## config.mk

```make
export PLATFORM = sky130hd
export DESIGN_NAME = process_ready_queue_selector_unit
export DESIGN_NICKNAME = d
export VERILOG_FILES = /design/src/rtl/rqs_pkg.sv /design/src/rtl/rqs_cell.sv /design/src/rtl/rqs_scan.sv /design/src/rtl/process_ready_queue_selector_unit.sv
export VERILOG_INCLUDE_DIRS = /design/src /design/src/rtl
export SDC_FILE = /design/constraint.sdc
export NUM_CORES = 1
export LEC_CHECK = 0
export BUFFER_PORTS_ARGS = -buffer_cell sky130_fd_sc_hd__buf_2
export CELL_PAD_IN_SITES_DETAIL_PLACEMENT = 1
export CELL_PAD_IN_SITES_GLOBAL_PLACEMENT = 1
export CORE_ASPECT_RATIO = 0.9
export CORE_MARGIN = 4
export CORE_UTILIZATION = 40
export CTS_BUF_LIST = sky130_fd_sc_hd__clkbuf_8
export DETAILED_ROUTE_END_ITERATION = 16
export HOLD_SLACK_MARGIN = 0.03
export PLACE_DENSITY_LB_ADDON = 0.1
export SYNTH_ARGS = -nofsm -noshare
export SYNTH_HDL_FRONTEND = slang
export SYNTH_HIERARCHICAL = 1
export SYNTH_SLANG_ARGS = --single-unit
```

## constraint.sdc

```tcl
create_clock -name clock -period 11.6 [get_ports clock]
set_input_delay 0.58 -clock clock [delete_from_list [all_inputs] [get_ports clock]]
set_output_delay 0.58 -clock clock [all_outputs]
set_load 0.01 [all_outputs]
```

## src/rtl/assert_macros.svh

```systemverilog
// Assertion macros shared by the RTL; define ASSERT_OFF to drop them.
`ifndef ASSERT_MACROS_SVH
`define ASSERT_MACROS_SVH
`ifndef ASSERT_OFF
// Same-cycle implication on the rising edge of clock, off during reset.
`define ASSERT_IMPL(label, ante, cons) \
   label: assert property (@(posedge clock) disable iff (reset) (ante) |-> (cons)) \
      else $error("assertion failed");
// Next-cycle implication on the rising edge of clock, off during reset.
`define ASSERT_NEXT(label, ante, cons) \
   label: assert property (@(posedge clock) disable iff (reset) (ante) |=> (cons)) \
      else $error("assertion failed");
`else
`define ASSERT_IMPL(label, ante, cons)
`define ASSERT_NEXT(label, ante, cons)
`endif
`endif

```

## src/rtl/rqs_pkg.sv

```systemverilog
`timescale 1ns / 1ps
package rqs_pkg;

   localparam int DEF_QUEUE_DEPTH = 16;

   localparam logic [1:0] CMD_PUSH         = 2'd0;
   localparam logic [1:0] CMD_POP_OLDEST   = 2'd1;
   localparam logic [1:0] CMD_POP_SHORTEST = 2'd2;
   localparam logic [1:0] CMD_POP_URGENT   = 2'd3;

   localparam logic [1:0] STAT_PUSHED = 2'd0;
   localparam logic [1:0] STAT_POPPED = 2'd1;
   localparam logic [1:0] STAT_EMPTY  = 2'd2;
   localparam logic [1:0] STAT_FULL   = 2'd3;

   typedef struct packed {
      logic [15:0] id;
      logic [7:0]  prio;
      logic [15:0] burst;
   } entry_type;

   typedef struct packed {
      logic take_next;
      logic take_head;
      logic take_push;
   } cell_ctl_type;

endpackage

```

## src/rtl/rqs_cell.sv

```systemverilog
`timescale 1ns / 1ps
module rqs_cell (
   input  logic                  clock,
   input  rqs_pkg::cell_ctl_type ctl,
   input  rqs_pkg::entry_type    next_ent,
   input  rqs_pkg::entry_type    head_ent,
   input  rqs_pkg::entry_type    push_ent,
   output rqs_pkg::entry_type    ent
);
   import rqs_pkg::*;

   entry_type ent_ff;
   entry_type ent_in;

   always_comb begin
      priority if (ctl.take_push) begin
         ent_in = push_ent;
      end else if (ctl.take_head) begin
         ent_in = head_ent;
      end else if (ctl.take_next) begin
         ent_in = next_ent;
      end else begin
         ent_in = ent_ff;
      end
   end

   always_ff @(posedge clock) begin
      ent_ff <= ent_in;
   end

   assign ent = ent_ff;

endmodule

```

## src/rtl/rqs_scan.sv

```systemverilog
`timescale 1ns / 1ps
module rqs_scan #(
   parameter int IDX_W = 4
) (
   input  logic               clock,
   input  logic               en,
   input  logic               first,
   input  logic [1:0]         mode,
   input  rqs_pkg::entry_type head,
   input  logic [IDX_W-1:0]   idx,
   output logic [IDX_W-1:0]   best_idx,
   output rqs_pkg::entry_type best_ent
);
   import rqs_pkg::*;

   logic [IDX_W-1:0] best_idx_ff;
   entry_type        best_ent_ff;
   logic             take;

   // Later entries win ties, so compare inclusively.
   always_comb begin
      unique case (mode)
         CMD_POP_SHORTEST: take = first || (head.burst <= best_ent_ff.burst);
         CMD_POP_URGENT:   take = first || (head.prio >= best_ent_ff.prio);
         default:          take = first;
      endcase
   end

   always_ff @(posedge clock) begin
      if (en && take) begin
         best_idx_ff <= idx;
         best_ent_ff <= head;
      end
   end

   assign best_idx = best_idx_ff;
   assign best_ent = best_ent_ff;

endmodule

```

## src/rtl/process_ready_queue_selector_unit.sv

```systemverilog
`timescale 1ns / 1ps
`include "assert_macros.svh"
// Ready queue of up to QUEUE_DEPTH process entries held in a row of cells,
// oldest in cell 0. A push, or any command on an empty queue, answers on
// rsp_strobe in the cycle after start is taken. A pop rotates the occupied
// cells once around the row while a comparator watches cell 0, then closes
// the gap in the S_CMP state; the answer is registered from there, and busy
// stays high until it shows. Results come as a one-cycle strobe and must be
// taken when shown; the receiver cannot stall.
module process_ready_queue_selector_unit #(
   parameter int QUEUE_DEPTH = rqs_pkg::DEF_QUEUE_DEPTH
) (
   input  logic        clock,
   input  logic        reset,
   input  logic        start,
   output logic        busy,
   input  logic [1:0]  req_cmd,
   input  logic [15:0] req_proc_id,
   input  logic [7:0]  req_prio,
   input  logic [15:0] req_burst_len,
   output logic        rsp_strobe,
   output logic [1:0]  rsp_status,
   output logic [15:0] rsp_out_id,
   output logic [7:0]  rsp_out_prio,
   output logic [15:0] rsp_out_burst
);
   import rqs_pkg::*;

   localparam int CNT_W = $clog2(QUEUE_DEPTH + 1);
   localparam int IDX_W = $clog2(QUEUE_DEPTH);

   localparam logic [1:0] S_IDLE = 2'd0;
   localparam logic [1:0] S_ROT  = 2'd1;
   localparam logic [1:0] S_CMP  = 2'd2;

   logic [1:0]       state_ff, state_in;
   logic [CNT_W-1:0] count_ff, count_in;
   logic [IDX_W-1:0] step_ff, step_in;
   logic [1:0]       cmd_ff, cmd_in;
   logic             strobe_ff, strobe_in;
   logic [1:0]       status_ff, status_in;
   entry_type        out_ff, out_in;

   logic             do_load, do_rot, do_cmp;
   logic [CNT_W-1:0] last_cnt;
   entry_type        push_ent;
   entry_type        cells [QUEUE_DEPTH];
   cell_ctl_type     ctls [QUEUE_DEPTH];
   logic [IDX_W-1:0] best_idx;
   entry_type        best_ent;

   assign push_ent = '{id: req_proc_id, prio: req_prio, burst: req_burst_len};
   assign last_cnt = count_ff - CNT_W'(1);

   always_comb begin
      state_in  = state_ff;
      count_in  = count_ff;
      step_in   = step_ff;
      cmd_in    = cmd_ff;
      strobe_in = 1'b0;
      status_in = STAT_PUSHED;
      out_in    = '0;
      do_load   = 1'b0;
      do_rot    = 1'b0;
      do_cmp    = 1'b0;
      unique case (state_ff)
         S_IDLE: begin
            if (start) begin
               if (req_cmd == CMD_PUSH) begin
                  strobe_in = 1'b1;
                  if (count_ff == CNT_W'(QUEUE_DEPTH)) begin
                     status_in = STAT_FULL;
                  end else begin
                     do_load  = 1'b1;
                     count_in = count_ff + CNT_W'(1);
                  end
               end else if (count_ff == '0) begin
                  strobe_in = 1'b1;
                  status_in = STAT_EMPTY;
               end else begin
                  cmd_in   = req_cmd;
                  step_in  = '0;
                  state_in = S_ROT;
               end
            end
         end
         S_ROT: begin
            do_rot  = 1'b1;
            step_in = step_ff + IDX_W'(1);
            // Full turn done: the row is back in arrival order.
            if (step_ff == last_cnt[IDX_W-1:0]) begin
               state_in = S_CMP;
            end
         end
         S_CMP: begin
            do_cmp    = 1'b1;
            count_in  = last_cnt;
            strobe_in = 1'b1;
            status_in = STAT_POPPED;
            out_in    = best_ent;
            state_in  = S_IDLE;
         end
         default: begin
            state_in = S_IDLE;
         end
      endcase
   end

   always_ff @(posedge clock) begin
      if (reset) begin
         state_ff  <= S_IDLE;
         count_ff  <= '0;
         strobe_ff <= 1'b0;
      end else begin
         state_ff  <= state_in;
         count_ff  <= count_in;
         strobe_ff <= strobe_in;
      end
   end

   always_ff @(posedge clock) begin
      step_ff   <= step_in;
      cmd_ff    <= cmd_in;
      status_ff <= status_in;
      out_ff    <= out_in;
   end

   for (genvar k = 0; k < QUEUE_DEPTH; k++) begin : g_cell
      localparam logic [CNT_W-1:0] KC = CNT_W'(k);
      localparam logic [CNT_W-1:0] KN = CNT_W'(k + 1);
      entry_type next_ent;

      if (k == QUEUE_DEPTH - 1) begin : g_last
         assign next_ent = cells[k];
      end else begin : g_mid
         assign next_ent = cells[k + 1];
      end

      // The head wraps into the youngest occupied cell; compaction shifts at and past the gap.
      assign ctls[k].take_push = do_load && (count_ff == KC);
      assign ctls[k].take_head = do_rot && (count_ff == KN);
      assign ctls[k].take_next = (do_rot && (count_ff != KN))
                               || (do_cmp && (KC >= CNT_W'(best_idx)));

      rqs_cell u_cell (
         .clock    (clock),
         .ctl      (ctls[k]),
         .next_ent (next_ent),
         .head_ent (cells[0]),
         .push_ent (push_ent),
         .ent      (cells[k])
      );
   end

   rqs_scan #(
      .IDX_W (IDX_W)
   ) u_scan (
      .clock    (clock),
      .en       (do_rot),
      .first    (step_ff == '0),
      .mode     (cmd_ff),
      .head     (cells[0]),
      .idx      (step_ff),
      .best_idx (best_idx),
      .best_ent (best_ent)
   );

   assign busy          = (state_ff != S_IDLE);
   assign rsp_strobe    = strobe_ff;
   assign rsp_status    = status_ff;
   assign rsp_out_id    = out_ff.id;
   assign rsp_out_prio  = out_ff.prio;
   assign rsp_out_burst = out_ff.burst;

   `ASSERT_IMPL(a_count_bound, 1'b1, count_ff <= CNT_W'(QUEUE_DEPTH))
   `ASSERT_IMPL(a_strobe_idle, strobe_ff, state_ff == S_IDLE)
   `ASSERT_IMPL(a_pop_shrinks, strobe_ff && (status_ff == STAT_POPPED),
      count_ff == $past(count_ff) - CNT_W'(1))
   `ASSERT_NEXT(a_rot_busy, state_ff == S_ROT, busy && !strobe_ff)

endmodule

```

* Word level (Yosys, flattened, before mapping)
Index checks and enable logic that the tools add are counted.
** Storage, ports and cells
- Output and inout bits :: 44
- Flip-flop bits (word level) :: 740
** Operators by class
- Reduce and logical (&&, ||, !) cells :: 108
- Add/subtract/negate cells :: 3
- Eq/ne operators :: 43
- Mux-type cells :: 76
- Bitwise logic cells :: 2
- Order comparisons :: 17
** Operators with widths (count)
- 40-bit 2-to-1 mux :: 47
- 1-bit logical AND :: 63
- 3-bit nonzero test :: 14
- 5-bit by 4-bit equality test with 1-bit output (second input constant) :: 8
- 5-bit by 4-bit inequality test with 1-bit output (second input constant) :: 8
- 4-bit >= comparator (first input constant) :: 7
- 5-bit by 3-bit equality test with 1-bit output (second input constant) :: 4
- 5-bit by 3-bit inequality test with 1-bit output (second input constant) :: 4
- 1-bit logical OR :: 17
- 3-bit by 4-bit >= comparator with 1-bit output (first input constant) :: 4
- 16-bit less-or-equal comparator :: 1
- 2-bit 2-to-1 mux :: 8
- 4-bit AND reduction :: 4
- 5-bit 2-to-1 mux :: 3
- 2-bit inequality test (second input constant) :: 7
- 4-bit 2-to-1 mux :: 3
- 5-bit by 2-bit equality test with 1-bit output (second input constant) :: 2
- 5-bit by 2-bit inequality test with 1-bit output (second input constant) :: 2
- 5-bit case mux with 2 select lines :: 1
- 2-bit nonzero test :: 5
- 1-bit 2-to-1 mux :: 9
- 1-bit by 4-bit >= comparator with 1-bit output (first input constant) :: 2
- 2-bit by 4-bit >= comparator with 1-bit output (first input constant) :: 2
- 8-bit >= comparator :: 1
- 17 further kinds :: 23

* Longest topological paths before layout
- Depth in word-level cells :: 8
- Mapped depth :: 11
- Gate-level depth less buffers :: 7

* By module
The synthesis kept the hierarchy.
** Modules (own cells, without submodules)
- rqs_cell :: area an instance 2098.3 µm², cells an instance 175, seq. area each 1201.2 µm², times used 16
- process_ready_queue_selector_unit :: area an instance 2541.2 µm², cells an instance 281, seq. area each 1181.1 µm², times used 1
- rqs_scan :: area an instance 1961.9 µm², cells an instance 128, seq. area each 1321.3 µm², times used 1

* Least setup slack after synthesis
OpenSTA, ideal clock, no wires.
- Path type :: register -> register
- Start :: reg g_cell[0].u_cell.ent_ff (netlist bit g_cell[0].u_cell/ent[1])
- End :: reg u_scan.best_ent_ff (netlist bit u_scan/best_ent[0]) (enable)
- Slack :: 7846 ps
- Library setup time :: 441 ps
- Data arrival time :: 3313 ps
- Required time :: 11159 ps
- Cell stages (with the launch flop) :: 7
- Path buffers :: 0
- Period minus slack after synthesis :: 3754 ps
- Cells stage by stage :: edfxtp_1 ha_1 nor2b_4 o211a_1 o21ai_1 o211ai_1 a211oi_2
** On the way
- Longest elaborated chain between the ends :: 4
** Ends and longest elaborated chain
- start, declared :: line rqs_cell.sv:12 : entry_type ent_ff;
- start signal, assigned :: line rqs_cell.sv:28 : ent_ff <= ent_in;
- 16-bit less-or-equal comparator :: line rqs_scan.sv:23 : CMD_POP_SHORTEST: take = first || (head.burst <= best_ent_ff.burst);
- 1-bit logical OR :: line rqs_scan.sv:23
- 1-bit case mux with 2 select lines :: line rqs_scan.sv:22 : unique case (mode)
- 1-bit logical AND :: line rqs_scan.sv:30 : if (en && take) begin
- end signal, assigned :: line rqs_scan.sv:32 : best_ent_ff <= head;
- end, declared :: line rqs_scan.sv:17 : entry_type best_ent_ff;
No other way between the ends.
A chain may end at the register's enable or synchronous reset.

==> results.ini <==
[worst_hold_path]
whs_endpoint = rsp_strobe
hp-class = in -> reg
hold_depth = 3
hold_start = start

[final_layout]
syn_to_final_growth_pct = 7.90
drive_gt1_share_pct = 12.0
fin_util_pct = 43.5
nets = 3342
layout_commonest_cell = edfxtp_1
fill_cells = 10145
mostFrequentLayoutCells = 690 x edfxtp_1, 670 x nand2_1, 642 x mux2i_1

[cts]
cts_sinks = 740
postCtsHoldBufs = 3
ctsResizeCount = 0
cts.reportedPaths.clkPinSlew_ps = 60
ctsHtreeMaxLevel = 4
cts_setup_buffers = 0
clock_latency_ps = 800
clockBufferDepth = 3
cts_buffers = 135
cts_tree = done
cts_root_buf = clkbuf_8

[drt]
wl_mm = 124
via_per_inst = 5.67
dr.pass1.iters = 6
wl_per_cell_um = 26.8
remaining_drc_errors = 0
antenna_left = 0
vias = 26205
first_iter_violations = 2157

[synthesis]
synth_area_um2 = 38100
synth-edff-count = 690
synth_ff_type = edfxtp_1
synth_xor_area_share_pct = 0.207
synth_compound_area_share_pct = 9.63
synth_cell_types = 61
async_flop_share_pct = 0
synth_top_cell_by_area = edfxtp_1
yosysWarnings = 6
seq_area_frac_synth_pct = 57.0
syn_area_per_cell_um2 = 11.9
synthAdderAreaFrac_pct = 1.05
synthCells = 3209
synth-simple-area-share_pct = 8.87
mappedNetlistNets = 3286
yosysTopAreaCellShare_pct = 54.4
muxShareOfSynthArea_pct = 16.9
synth_area_leaders = edfxtp_1 54%, mux2i_1 17%, o21ai_1 8.3%
synth_top_family_by_area = multiplexers
synth-seq-cells = 740

[global_route]
antenna_found_initial = 9
grt_pass1_vias = 27500
grt_max_degree = 82
grt_overflow = 0
track_usage_pct = 24.5
grt_pass1_wl_mm = 183

[floorplanning]
die_area_um2 = 100000
start_util_pct = 40.3
core_um2 = 94500
rows = 107
boundaryPins = 89
die_w_um = 333
die_y_um = 301

[critical_path]
r2r_slack_ps = 6970
path_class = reg -> reg
cpMostUsedCell = buf_4
start_kind = flop
crit_slowest_cell = buf_4
path_cells = inv_1, ha_1, nand4bb_2, nand3_2, nor2_4, buf_4, or3_2, buf_4
cp_slowest_stage_delay_ps = 820
critical_path.top_delay_family = simple AND/OR/NAND/NOR gates
cp.arrival_ps = 5060
cp_num_buf_inv = 3
worstPathRequired_ps = 12030
regToRegEndpoint = g_cell[9].u_cell/ent[9]
critPathMaxFanout = 81
endpoint_kind = flop
r2r-start = count_ff[0]
r2r_cells = 8

[power]
power_density_nw_per_um2 = 138
ir_drop_v = 0.0000759
p_leak_nw = 12.1

[job]
drv_cap = 0

[place]
place_congestion = 0.832
port_buffers = 88
dp_hpwl_mm = 68.2

[timing]
final-max-slew-violation-count = 0
hold_viol = 0
final_min_period_over_clock_period_pct = 39.9
rsz0062_at_grt = false
setup_viol = 0
fin_setup_tns_ps = 0
period_needed_ps = 4630
fin_skew_ps = 36.2
whs_ps = 219
fmax_mhz = 216
tightest_slew_ps = 1190
slew_headroom_pct = 20.5

[run_status]
status = complete, no violations

==> final cells by class <==
| type | count | area (µm²) | share of cell area (%) |
|---|---|---|---|
| multi-input cells | 2196 | 14200 | 34.6 |
| repair buffers | 159 | 981 | 2.39 |
| inverters | 33 | 124 | 0.302 |
| clock buffers | 148 | 2040 | 4.96 |
| clock inverters | 91 | 419 | 1.02 |
| flip-flops and latches | 740 | 21700 | 52.9 |
| well taps | 1253 | 1570 | 3.82 |
| diodes | 2 | 5.00 | 0.0122 |
==> layer usage <==
layer	global-route usage [%]	vias to the layer above	share of wire, %	routed length (µm)
met5	0	-	0.017	21
met4	7.02	4	2.3	2890
met3	4.66	185	6.3	7830
met2	38.0	789	44	54900
met1	35.3	13442	47	58100
li1	-	11785	-	-
==> worst register-to-register path, stage by stage, from the launching register on <==
cell and delay, ps:
dfxtp_1 470, inv_1 160, ha_1 270, nand4bb_2 230, nand3_2 800, nor2_4 300
buf_4 820, or3_2 690, buf_4 520
==> worst max path at each step <==
stage	from	cells after the start	slack (ps)	endpoint
2_1_floorplan	g_cell[0].u_cell/ent[1]	6	7850	u_scan/best_ent[0]
3_3_place_gp	count_ff[0]	8	7160	g_cell[9].u_cell/ent[38]
3_5_place_dp	count_ff[0]	8	6960	g_cell[9].u_cell/ent[12]
4_1_cts	count_ff[0]	8	6950	g_cell[9].u_cell/ent[38]
5_1_grt	count_ff[0]	8	6720	g_cell[9].u_cell/ent[38]
6_report	count_ff[0]	8	6970	g_cell[9].u_cell/ent[9]
==> flip-flops by register name (all words and copies together), names as in the netlist, 4 cells and up <==
signal	count
count_ff	5
g_cell.u_cell/ent	640
rsp_out_burst	16
rsp_out_id	16
rsp_out_prio	8
step_ff	4
u_scan/best_ent	40
u_scan/best_idx	4
==> cells in the mapped netlist (18+ instances only) <==
library cell,instances
nand2_1,670
ha_1,32
nor2_1,40
and2_1,42
buf_12,64
edfxtp_1,690
mux2i_1,642
inv_1,32
dfxtp_1,50
o21ai_1,630
buf_2,130
buf_6,18
or3_1,18
==> cells by family after synthesis <==
group,count (synthesis)
muxes,643
xor gates and xnor gates,9
buffers and inverters,273
AOI/OAI and AO/OA,698
adders and majority gates,32
and+or+nand+nor,814
DFF,740
==> metrics by stage <==
stage          instances  setup WS, ps  cell area, µm²  total power [mW]
5_1_grt             4621          6720           41100              5.90
3_5_place_dp        4378          6960           38600              3.38
3_3_place_gp        4378          7160           38600              3.37
4_1_cts             4620          6950           41100              5.74
2_1_floorplan       3209          7850           38100              3.21
6_report            4622          6970           41100              5.66
==> where the power goes <==
| group | internal, mW | total [mW] | leakage [nW] | switching [mW] |
|---|---|---|---|---|
| clock network | 1.19 | 2.33 | 1.45 | 1.14 |
| registers | 2.99 | 3.04 | 6.65 | 0.0519 |
| logic | 0.0702 | 0.285 | 4.03 | 0.215 |
| total | 4.25 | 5.66 | 12.1 | 1.41 |
(Power assumes the default switching activity.)
